<file path="config.mk">
export PLATFORM = sky130hd
export DESIGN_NAME = modular_arithmetic_unit
export DESIGN_NICKNAME = d
export VERILOG_FILES = /design/src/design/amu_pkg.sv /design/src/design/amu_datapath.sv /design/src/design/amu_controller.sv /design/src/design/modular_arithmetic_unit.sv
export VERILOG_INCLUDE_DIRS = /design/src /design/src/design
export SDC_FILE = /design/constraint.sdc
export NUM_CORES = 2
export LEC_CHECK = 0
export BUFFER_PORTS_ARGS = -buffer_cell sky130_fd_sc_hd__buf_2
export CAP_MARGIN = 20
export CORE_MARGIN = 5
export CORE_UTILIZATION = 40
export CTS_BUF_LIST = sky130_fd_sc_hd__clkbuf_8
export CTS_CLUSTER_SIZE = 25
export DETAILED_ROUTE_END_ITERATION = 10
export PLACE_DENSITY = 0.62
export SYNTH_ARGS = -nofsm -noshare
export SYNTH_HDL_FRONTEND = slang
export SYNTH_SLANG_ARGS = --single-unit
</file>
<file path="constraint.sdc">
create_clock -name aclk -period 11.6 [get_ports aclk]
set_input_delay 1.16 -clock aclk [delete_from_list [all_inputs] [get_ports aclk]]
set_output_delay 1.16 -clock aclk [all_outputs]
set_load 0.1 [all_outputs]
</file>
<file path="src/design/assert_macros.svh">
// Assertion macros shared by the modular arithmetic unit RTL.
`ifndef ASSERT_MACROS_SVH
`define ASSERT_MACROS_SVH

// Same-cycle implication, checked on every clock edge out of reset.
`define AMU_IMPLIES(lbl, ante, cons, msg) \
    lbl: assert property (@(posedge aclk) disable iff (!aresetn) (ante) |-> (cons)) \
        else $error(msg);

// Next-cycle implication.
`define AMU_NEXT(lbl, ante, cons, msg) \
    lbl: assert property (@(posedge aclk) disable iff (!aresetn) (ante) |=> (cons)) \
        else $error(msg);

`endif

</file>
<file path="src/design/amu_pkg.sv">
// Types, codes and helper functions of the modular arithmetic unit.
package amu_pkg;

    localparam logic [29:0] MODULUS_RESET = 30'd998244353;
    localparam logic [0:0]  REG_MODULUS   = 1'b0;

    // Last count of each serial loop (count runs down to zero).
    localparam logic [5:0] MUL_LAST = 6'd29;
    localparam logic [5:0] RED_LAST = 6'd62;
    localparam logic [5:0] DIV_LAST = 6'd29;

    typedef enum logic [2:0] {
        FN_ADD    = 3'd0,
        FN_SUB    = 3'd1,
        FN_MUL    = 3'd2,
        FN_POW    = 3'd3,
        FN_INV    = 3'd4,
        FN_DIV    = 3'd5,
        FN_NEG    = 3'd6,
        FN_REDUCE = 3'd7
    } func_t;

    // Operand pairs for the modular multiplier: x is the addend, y the scanned word.
    typedef enum logic [1:0] {
        MS_A_B     = 2'd0,
        MS_BASE_RES = 2'd1,
        MS_BASE_SQ = 2'd2,
        MS_A_INV   = 2'd3
    } mul_src_t;

    typedef enum logic {
        MD_RES  = 1'b0,
        MD_BASE = 1'b1
    } mul_dest_t;

    typedef struct packed {
        logic      load;
        logic      simple;
        logic      mul_start;
        mul_src_t  mul_src;
        mul_dest_t mul_dest;
        logic      red_start;
        logic      mul_step;
        logic      pow_init;
        logic      e_shift;
        logic      euc_init;
        logic      div_start;
        logic      div_step;
        logic      emul;
        logic      eupd;
        logic      efix;
        logic      out_load;
    } amu_cmd_t;

    typedef struct packed {
        func_t func;
        logic  err;
        logic  mod_zero;
        logic  cnt_zero;
        logic  e_zero;
        logic  e_lsb;
        logic  e_one;
        logic  ea_zero;
    } amu_sts_t;

    // One Horner step: (2*r + addend) mod m, with r and addend below m.
    function automatic logic [29:0] mod_step(input logic [29:0] r,
                                             input logic [29:0] addend,
                                             input logic [29:0] m);
        logic [30:0] t;
        logic [30:0] u;
        t = {r, 1'b0};
        if (t >= {1'b0, m}) begin
            t = t - {1'b0, m};
        end
        u = t + {1'b0, addend};
        if (u >= {1'b0, m}) begin
            u = u - {1'b0, m};
        end
        return u[29:0];
    endfunction

endpackage

</file>
<file path="src/design/amu_datapath.sv">
// Datapath: operand registers, serial modular multiplier/reducer, divider, Euclid state.
`include "assert_macros.svh"
module amu_datapath
    import amu_pkg::*;
(
    input  logic        aclk,
    input  logic        aresetn,
    input  logic [29:0] modulus,
    input  logic [2:0]  s_func,
    input  logic [29:0] s_operand_a,
    input  logic [29:0] s_operand_b,
    input  logic [62:0] s_exponent,
    input  logic [63:0] s_raw_value,
    input  amu_cmd_t    cmd,
    output amu_sts_t    sts,
    output logic [29:0] m_result,
    output logic        m_range_error
);

    func_t        func_reg;
    logic [29:0]  a_reg, b_reg;
    logic [62:0]  e_reg;
    logic [63:0]  raw_reg;
    logic [29:0]  res_reg, base_reg;
    logic [29:0]  mx_reg, mr_reg;
    logic [63:0]  sh_reg;
    logic [5:0]   cnt_reg;
    mul_dest_t    dest_reg;
    logic [29:0]  er_reg, ea_reg, dq_reg, drem_reg;
    logic signed [31:0] eu_reg, ev_reg, prod_reg;
    logic [29:0]  out_result_reg;
    logic         out_err_reg;

    logic         uses_b, err;
    logic [29:0]  simple_val, inv_fix, mr_next, mul_x, mul_y;
    logic [30:0]  sum, div_t;
    logic signed [31:0] mod_s, fix_s;
    logic         div_ge;

    // Range check of the operands the operation reads
    always_comb begin
        uses_b = (func_reg == FN_ADD) || (func_reg == FN_SUB) ||
                 (func_reg == FN_MUL) || (func_reg == FN_DIV);
        err    = (func_reg != FN_REDUCE) &&
                 ((a_reg >= modulus) || (uses_b && (b_reg >= modulus)));
    end

    // Combinational results: add, sub, neg, and zero for errors and all other functions
    always_comb begin
        sum        = {1'b0, a_reg} + {1'b0, b_reg};
        simple_val = '0;
        if (!err) begin
            case (func_reg)
                FN_ADD: begin
                    simple_val = (sum >= {1'b0, modulus}) ?
                                 30'(sum - {1'b0, modulus}) : sum[29:0];
                end
                FN_SUB: begin
                    simple_val = (a_reg >= b_reg) ? (a_reg - b_reg) :
                                 30'({1'b0, a_reg} + {1'b0, modulus} - {1'b0, b_reg});
                end
                FN_NEG: begin
                    simple_val = (a_reg == '0) ? '0 : (modulus - a_reg);
                end
                default: simple_val = '0;
            endcase
        end
    end

    // Euclid coefficient folded into 0 .. modulus-1
    always_comb begin
        mod_s = $signed({2'b00, modulus});
        if (eu_reg < 0) begin
            fix_s = eu_reg + mod_s;
        end else if (eu_reg >= mod_s) begin
            fix_s = eu_reg - mod_s;
        end else begin
            fix_s = eu_reg;
        end
        inv_fix = fix_s[29:0];
    end

    // Multiplier operand select
    always_comb begin
        case (cmd.mul_src)
            MS_A_B:      begin mul_x = a_reg;    mul_y = b_reg;    end
            MS_BASE_RES: begin mul_x = base_reg; mul_y = res_reg;  end
            MS_BASE_SQ:  begin mul_x = base_reg; mul_y = base_reg; end
            MS_A_INV:    begin mul_x = a_reg;    mul_y = inv_fix;  end
            default:     begin mul_x = a_reg;    mul_y = b_reg;    end
        endcase
    end

    assign mr_next = mod_step(mr_reg, sh_reg[63] ? mx_reg : '0, modulus);

    // Restoring divider step
    always_comb begin
        div_t  = {drem_reg, dq_reg[29]};
        div_ge = div_t >= {1'b0, ea_reg};
    end

    // Operand capture
    always_ff @(posedge aclk) begin
        if (cmd.load) begin
            func_reg <= func_t'(s_func);
            a_reg    <= s_operand_a;
            b_reg    <= s_operand_b;
            e_reg    <= s_exponent;
            raw_reg  <= s_raw_value;
        end else if (cmd.e_shift) begin
            e_reg    <= {1'b0, e_reg[62:1]};
        end
    end

    // Serial multiplier / reducer, divider, result and base registers
    always_ff @(posedge aclk) begin
        if (cmd.simple) begin
            res_reg <= simple_val;
        end
        if (cmd.pow_init) begin
            res_reg  <= (modulus == 30'd1) ? 30'd0 : 30'd1;
            base_reg <= a_reg;
        end
        if (cmd.efix) begin
            res_reg <= inv_fix;
        end
        if (cmd.mul_start) begin
            mx_reg   <= mul_x;
            sh_reg   <= {mul_y, 34'b0};
            mr_reg   <= '0;
            cnt_reg  <= MUL_LAST;
            dest_reg <= cmd.mul_dest;
        end else if (cmd.red_start) begin
            mx_reg   <= 30'd1;
            sh_reg   <= {raw_reg[62:0], 1'b0};
            mr_reg   <= raw_reg[63] ? (modulus - 30'd1) : '0;
            cnt_reg  <= RED_LAST;
            dest_reg <= MD_RES;
        end else if (cmd.div_start) begin
            dq_reg   <= er_reg;
            drem_reg <= '0;
            cnt_reg  <= DIV_LAST;
        end else if (cmd.mul_step) begin
            mr_reg  <= mr_next;
            sh_reg  <= {sh_reg[62:0], 1'b0};
            cnt_reg <= cnt_reg - 6'd1;
            if (cnt_reg == '0) begin
                if (dest_reg == MD_BASE) begin
                    base_reg <= mr_next;
                end else begin
                    res_reg <= mr_next;
                end
            end
        end else if (cmd.div_step) begin
            drem_reg <= div_ge ? 30'(div_t - {1'b0, ea_reg}) : div_t[29:0];
            dq_reg   <= {dq_reg[28:0], div_ge};
            cnt_reg  <= cnt_reg - 6'd1;
        end
    end

    // Extended Euclid state
    always_ff @(posedge aclk) begin
        if (cmd.euc_init) begin
            er_reg <= modulus;
            ea_reg <= (func_reg == FN_INV) ? a_reg : b_reg;
            eu_reg <= 32'sd0;
            ev_reg <= 32'sd1;
        end
        if (cmd.emul) begin
            prod_reg <= 32'($signed({2'b00, dq_reg}) * ev_reg);
        end
        if (cmd.eupd) begin
            er_reg <= ea_reg;
            ea_reg <= drem_reg;
            eu_reg <= ev_reg;
            ev_reg <= eu_reg - prod_reg;
        end
    end

    // Output payload register
    always_ff @(posedge aclk) begin
        if (cmd.out_load) begin
            out_result_reg <= res_reg;
            out_err_reg    <= err;
        end
    end

    always_comb begin
        sts.func     = func_reg;
        sts.err      = err;
        sts.mod_zero = (modulus == '0);
        sts.cnt_zero = (cnt_reg == '0);
        sts.e_zero   = (e_reg == '0);
        sts.e_lsb    = e_reg[0];
        sts.e_one    = (e_reg == 63'd1);
        sts.ea_zero  = (ea_reg == '0);
    end

    assign m_result      = out_result_reg;
    assign m_range_error = out_err_reg;

    `AMU_IMPLIES(a_err_zero_result, cmd.out_load && err, res_reg == '0,
                 "range error with nonzero result")

endmodule

</file>
<file path="src/design/amu_controller.sv">
// Controller: sequences each operation and owns the output valid flag.
`include "assert_macros.svh"
module amu_controller
    import amu_pkg::*;
(
    input  logic     aclk,
    input  logic     aresetn,
    input  logic     s_valid,
    output logic     s_ready,
    output logic     m_valid,
    input  logic     m_ready,
    input  amu_sts_t sts,
    output amu_cmd_t cmd
);

    typedef enum logic [10:0] {
        S_IDLE     = 11'b000_0000_0001,
        S_DISPATCH = 11'b000_0000_0010,
        S_POW      = 11'b000_0000_0100,
        S_PSQ      = 11'b000_0000_1000,
        S_MUL      = 11'b000_0001_0000,
        S_ECHK     = 11'b000_0010_0000,
        S_DIV      = 11'b000_0100_0000,
        S_EMUL     = 11'b000_1000_0000,
        S_EUPD     = 11'b001_0000_0000,
        S_EFIX     = 11'b010_0000_0000,
        S_DONE     = 11'b100_0000_0000
    } state_t;

    state_t state_reg, state_next;
    state_t ret_reg, ret_next;
    logic   m_valid_reg, m_valid_next;

    assign s_ready = (state_reg == S_IDLE);
    assign m_valid = m_valid_reg;

    // Next state and commands
    always_comb begin
        cmd        = '0;
        state_next = state_reg;
        ret_next   = ret_reg;
        case (state_reg)
            S_IDLE: begin
                if (s_valid) begin
                    cmd.load   = 1'b1;
                    state_next = S_DISPATCH;
                end
            end
            S_DISPATCH: begin
                if (sts.err || sts.mod_zero || (sts.func == FN_ADD) ||
                    (sts.func == FN_SUB) || (sts.func == FN_NEG)) begin
                    cmd.simple = 1'b1;
                    state_next = S_DONE;
                end else begin
                    case (sts.func)
                        FN_MUL: begin
                            cmd.mul_start = 1'b1;
                            cmd.mul_src   = MS_A_B;
                            cmd.mul_dest  = MD_RES;
                            ret_next      = S_DONE;
                            state_next    = S_MUL;
                        end
                        FN_REDUCE: begin
                            cmd.red_start = 1'b1;
                            ret_next      = S_DONE;
                            state_next    = S_MUL;
                        end
                        FN_POW: begin
                            cmd.pow_init = 1'b1;
                            state_next   = S_POW;
                        end
                        FN_INV, FN_DIV: begin
                            cmd.euc_init = 1'b1;
                            state_next   = S_ECHK;
                        end
                        default: begin
                            cmd.simple = 1'b1;
                            state_next = S_DONE;
                        end
                    endcase
                end
            end
            // Square-and-multiply, exponent scanned from the low end
            S_POW: begin
                if (sts.e_zero) begin
                    state_next = S_DONE;
                end else if (sts.e_lsb) begin
                    cmd.mul_start = 1'b1;
                    cmd.mul_src   = MS_BASE_RES;
                    cmd.mul_dest  = MD_RES;
                    ret_next      = S_PSQ;
                    state_next    = S_MUL;
                end else begin
                    state_next = S_PSQ;
                end
            end
            S_PSQ: begin
                if (sts.e_one) begin
                    state_next = S_DONE;
                end else begin
                    cmd.e_shift   = 1'b1;
                    cmd.mul_start = 1'b1;
                    cmd.mul_src   = MS_BASE_SQ;
                    cmd.mul_dest  = MD_BASE;
                    ret_next      = S_POW;
                    state_next    = S_MUL;
                end
            end
            S_MUL: begin
                cmd.mul_step = 1'b1;
                if (sts.cnt_zero) begin
                    state_next = ret_reg;
                end
            end
            // Extended Euclid rounds
            S_ECHK: begin
                if (sts.ea_zero) begin
                    state_next = S_EFIX;
                end else begin
                    cmd.div_start = 1'b1;
                    state_next    = S_DIV;
                end
            end
            S_DIV: begin
                cmd.div_step = 1'b1;
                if (sts.cnt_zero) begin
                    state_next = S_EMUL;
                end
            end
            S_EMUL: begin
                cmd.emul   = 1'b1;
                state_next = S_EUPD;
            end
            S_EUPD: begin
                cmd.eupd   = 1'b1;
                state_next = S_ECHK;
            end
            S_EFIX: begin
                cmd.efix = 1'b1;
                if (sts.func == FN_DIV) begin
                    cmd.mul_start = 1'b1;
                    cmd.mul_src   = MS_A_INV;
                    cmd.mul_dest  = MD_RES;
                    ret_next      = S_DONE;
                    state_next    = S_MUL;
                end else begin
                    state_next = S_DONE;
                end
            end
            S_DONE: begin
                if (!m_valid_reg || m_ready) begin
                    cmd.out_load = 1'b1;
                    state_next   = S_IDLE;
                end
            end
            default: state_next = S_IDLE;
        endcase
    end

    // Output valid: set when a result is loaded, cleared when its beat is taken
    always_comb begin
        if (cmd.out_load) begin
            m_valid_next = 1'b1;
        end else if (m_ready) begin
            m_valid_next = 1'b0;
        end else begin
            m_valid_next = m_valid_reg;
        end
    end

    always_ff @(posedge aclk) begin
        if (!aresetn) begin
            state_reg   <= S_IDLE;
            ret_reg     <= S_DONE;
            m_valid_reg <= 1'b0;
        end else begin
            state_reg   <= state_next;
            ret_reg     <= ret_next;
            m_valid_reg <= m_valid_next;
        end
    end

    `AMU_IMPLIES(a_no_overwrite, cmd.out_load, !m_valid_reg || m_ready,
                 "result loaded over a pending beat")
    `AMU_NEXT(a_accept_dispatch, s_valid && s_ready, state_reg == S_DISPATCH,
              "accepted beat not dispatched")
    `AMU_IMPLIES(a_valid_drop, $fell(m_valid_reg), $past(m_ready),
                 "output valid dropped without a taken beat")

endmodule

</file>
<file path="src/design/modular_arithmetic_unit.sv">
// Top level of the modular arithmetic unit: APB register, controller and datapath.
//
// Input channel s_*: one beat carries func, two reduced operands, an exponent and a
// signed raw value. Result channel m_*: one beat per input beat with the result and
// a range flag. Both use valid/ready. The modulus is written over the APB port at
// byte address 0; the user must write it only while the unit is idle, as the unit
// does not enforce this. It resets to 998244353. One item is in work at a time.
// Steps from accept to result valid, by function:
//   add, sub, neg, or any range error: computed directly at dispatch
//   mul: one serial multiply; reduce: one remainder bit per cycle
//   pow: square-and-multiply over the exponent bits, on the serial multiplier
//   inv: up to about 45 Euclid rounds, each a serial divide; div: inv + multiply
// Multiplies run one bit of the multiplier per cycle through a shared modular
// Horner step; the Euclid quotient comes from a radix-2 restoring divider.
// A finished result sits in the output register; the next beat is accepted while
// it waits, and a new result holds in the controller until that slot is free.
// Reset (aresetn, synchronous) empties the output and returns the controller to idle.
module modular_arithmetic_unit
    import amu_pkg::*;
(
    input  logic        aclk,
    input  logic        aresetn,
    input  logic        psel,
    input  logic        penable,
    input  logic        pwrite,
    input  logic [2:0]  paddr,
    input  logic [31:0] pwdata,
    output logic [31:0] prdata,
    output logic        pready,
    input  logic        s_valid,
    output logic        s_ready,
    input  logic [2:0]  s_func,
    input  logic [29:0] s_operand_a,
    input  logic [29:0] s_operand_b,
    input  logic [62:0] s_exponent,
    input  logic [63:0] s_raw_value,
    output logic        m_valid,
    input  logic        m_ready,
    output logic [29:0] m_result,
    output logic        m_range_error
);

    logic [29:0] modulus_reg;
    amu_cmd_t    cmd;
    amu_sts_t    sts;

    // Modulus register
    assign pready = 1'b1;
    always_ff @(posedge aclk) begin
        if (!aresetn) begin
            modulus_reg <= MODULUS_RESET;
        end else if (psel && penable && pwrite && (paddr[2] == REG_MODULUS)) begin
            modulus_reg <= pwdata[29:0];
        end
    end

    assign prdata = (paddr[2] == REG_MODULUS) ? {2'b00, modulus_reg} : 32'd0;

    amu_controller u_ctrl (
        .aclk    (aclk),
        .aresetn (aresetn),
        .s_valid (s_valid),
        .s_ready (s_ready),
        .m_valid (m_valid),
        .m_ready (m_ready),
        .sts     (sts),
        .cmd     (cmd)
    );

    amu_datapath u_dp (
        .aclk          (aclk),
        .aresetn       (aresetn),
        .modulus       (modulus_reg),
        .s_func        (s_func),
        .s_operand_a   (s_operand_a),
        .s_operand_b   (s_operand_b),
        .s_exponent    (s_exponent),
        .s_raw_value   (s_raw_value),
        .cmd           (cmd),
        .sts           (sts),
        .m_result      (m_result),
        .m_range_error (m_range_error)
    );

endmodule
</file>
==> flow_summary.ini <==
[drt]
first_iter_violations = 5971
drc = 0
post_drt_wl_per_cell_um = 25.84
first_pass_iters = 7
routed_wl_um = 256000
via_per_inst = 5.782
ant_nets = 0
num_vias = 57300

[worst_setup_path]
arrival_ps = 10730
start_kind = register
regToRegSetupSlack_ps = 1630
cp_max_fo = 44
crit_top_cell = a21oi_1
ff2ff_path_depth = 31
critPathSlowestCell = dfxtp_1
worst-setup-path-type = reg2reg
crit_path_end_kind = register
required_ps = 12360
cpPeakStageDelay_ps = 890
rr_startpoint = modulus_reg[7]
r2r-end = u_dp.mr_reg[6]

[finish]
multiInputGateArea_um2 = 42380
seq_area_um2 = 18440
largest_reg_flops = 64
drive_above_1_share_pct = 9.272
nets = 8826
fillers = 16130
areaGrowthSynthToFinish_pct = 10.02
design_area_um2 = 71580

[grt]
antenna_found_initial = 13
grt_pass1_vias = 55630
overflow = 0
grt_usage_pct = 29.28
grt_max_degree = 96
grt_pass1_wl_um = 369200

[logic_synthesis]
synth_edf_count = 498
synth_seq_area_share_pct = 28.34
synth.largest_area_cell = edfxtp_1
synth_area_per_cell_um2 = 8.792
synth_flop_cell = edfxtp_1
yosys-top-cells-area = edfxtp_1 23%, fa_1 14%, ha_1 10%
synth_seq_cells = 672
synth.most_common_cell = nand2_1
ys_types = 93
postSynth.asyncResetShare_pct = 0
synth_cells = 7400
syn_area_um2 = 65060
yosys-top-cells-count = 1127 x nand2_1, 797 x inv_1, 519 x ha_1, 498 x edfxtp_1, 477 x nor2_1
yosysTopAreaCellShare_pct = 22.99
ys_warn_count = 0

[clock_network]
postCtsSetupRepairBufs = 0
cts_tree = done
postCtsResizedCells = 0
clock_path_buffers = 3
htree_levels = 3
clock-sinks = 672
path_clk_slew_ps = 60
clk_latency_ps = 880
root_buffer = clkbuf_8
postCtsHoldBufs = 0
cts_buffers = 111

[pwr]
peakVddDrop_mv = 0.1176
power_frac_comb_pct = 31.5
p_leak_nw = 31.88
switchingPower_mw = 2.649
power_density_nw_per_um2 = 102.7
p_seq_share_pct = 38.7
p_int_mw = 4.705
power_frac_clock_pct = 29.8
swShare_pct = 36.03

[die]
io_pins = 298
die_h_um = 413.3
dieWidth_um = 413.3
die-area_um2 = 170800
start_util_pct = 40.11
rows = 148
placeableCoreArea_um2 = 162200

[min_path]
whs_path_depth = 2
hold-path-endpoint = u_dp.sh_reg[21]
min_path_type = reg2reg
min-delay-start = u_dp.sh_reg[21]

[flow_run]
maxCapViolations = 0

[sta]
fmax_mhz = 100.3
setup_violations = 0
finalCritPeriodShare_pct = 85.93
tns_ps = 0
clock_skew_ps = 68.86
hold_viol = 0
drv_slew = 0
rsz0062_at_grt = false
slew_headroom_pct = 15.71
worstMarginPinSlew_ps = 1251
min_period_ps = 9968

[placement]
portBuffers = 290
gp_congestion = 1.063
placed_cell_area_um2 = 69260
hpwlAfterDp_um = 202200

[outcome]
status = complete, no violations
==> layout by cell type, fill, tap and decap left out, drive strengths merged, types with 34 or more instances in the layout <==
cell type / Yosys / routed
fa: 448 / 448
o21bai: 50 / 50
mux2i: 146 / 146
a211oi: 55 / 55
clkinv: 1 / 41
dfxtp: 174 / 174
nor4: 61 / 61
a21oi: 442 / 442
ha: 519 / 519
o31ai: 37 / 37
and3: 41 / 41
o21ai: 369 / 369
o22ai: 34 / 34
o21a: 59 / 59
a22oi: 71 / 71
or3: 36 / 36
o211ai: 44 / 44
nor3: 90 / 90
a21boi: 41 / 41
clkbuf: 299 / 114
nor2: 479 / 479
nand3: 110 / 110
inv: 797 / 842
and2: 213 / 213
edfxtp: 498 / 498
nor2b: 59 / 59
xnor2: 284 / 284
nand4: 44 / 44
buf: 50 / 461
nand2b: 58 / 58
a221oi: 51 / 51
nand2: 1128 / 1128
a21o: 127 / 127
a31oi: 56 / 56
xor2: 110 / 110
==> worst max path at each step <==
| stage | start | end | slack (ps) |
|---|---|---|---|
| 2_1_floorplan | modulus_reg[0] | u_dp.ea_reg[0] | 2770 |
| 3_3_place_gp | modulus_reg[7] | u_dp.mr_reg[21] | 1880 |
| 3_5_place_dp | modulus_reg[7] | u_dp.mr_reg[21] | 1950 |
| 4_1_cts | modulus_reg[7] | u_dp.mr_reg[13] | 1910 |
| 5_1_grt | modulus_reg[7] | u_dp.mr_reg[28] | 1110 |
| 6_report | modulus_reg[7] | u_dp.mr_reg[6] | 1630 |
==> cell families after synthesis <==
kind of cell	Yosys count	synth area share, %
AO/OA/AOI/OAI	1640	16.35
XOR/XNOR	394	5.304
AND/OR/NAND/NOR	2404	16.77
multiplexers	174	2.731
other	2	0.01154
flip-flops	672	28.34
adder cells (fa/ha/maj)	967	23.77
buffers and inverters	1147	6.723
==> critical path: cells and delay by family (launching register included) <==
| kind | cells | cell delay (ps) |
|---|---|---|
| AND/OR/NAND/NOR | 9 | 2660 |
| multiplexers | 2 | 550 |
| adder cells (fa/ha/maj) | 3 | 1110 |
| flip-flops | 1 | 890 |
| AO/OA/AOI/OAI | 13 | 3550 |
| XOR/XNOR | 1 | 140 |
| buffers and inverters | 3 | 880 |
==> power by group through the flow <==
| stage | Clock (mW) | Combinational, mW | Sequential (mW) |
|---|---|---|---|
| 4_1_cts | 2.23 | 2.28 | 2.84 |
| 5_1_grt | 2.33 | 2.52 | 2.85 |
| 3_3_place_gp | 0 | 2.26 | 2.88 |
| 2_1_floorplan | 0 | 1.62 | 2.83 |
| 6_report | 2.19 | 2.32 | 2.85 |
| 3_5_place_dp | 0 | 2.25 | 2.89 |
==> metrics by stage <==
| step | hold WS, ps | setup slack [ps] | util [%] | total power, mW | cells |
|---|---|---|---|---|---|
| finish | 454.9 | 1632 | 44.13 | 7.354 | 9910 |
| global route | 419.7 | 1109 | 44.11 | 7.701 | 9898 |
| CTS | 383.8 | 1913 | 44.09 | 7.349 | 9895 |
| detailed placement | 447.6 | 1953 | 42.69 | 5.135 | 9687 |
| global placement | 427.6 | 1883 | 42.68 | 5.141 | 9684 |
| floorplan | 417.8 | 2767 | - | 4.445 | 7401 |
==> final cells by class <==
type | instances | share of cell area, %
multi-input combinational | 5582 | 59.20
sequential | 672 | 25.76
inverter | 798 | 4.185
timing repair buffer | 462 | 3.846
tap | 2175 | 3.802
clock buffer | 113 | 2.173
clock inverter | 95 | 0.9894
antenna | 13 | 0.04545
==> per-layer routing <==
metal	up-vias	global-route usage [%]	routed length [um]
li1	25920	-	-
met1	27980	37.63	102500
met2	2762	45.57	112000
met3	646	4.794	21110
met4	4	19.39	20410
met5	-	0	24
Note: power is estimated with default switching activity, not from simulation.
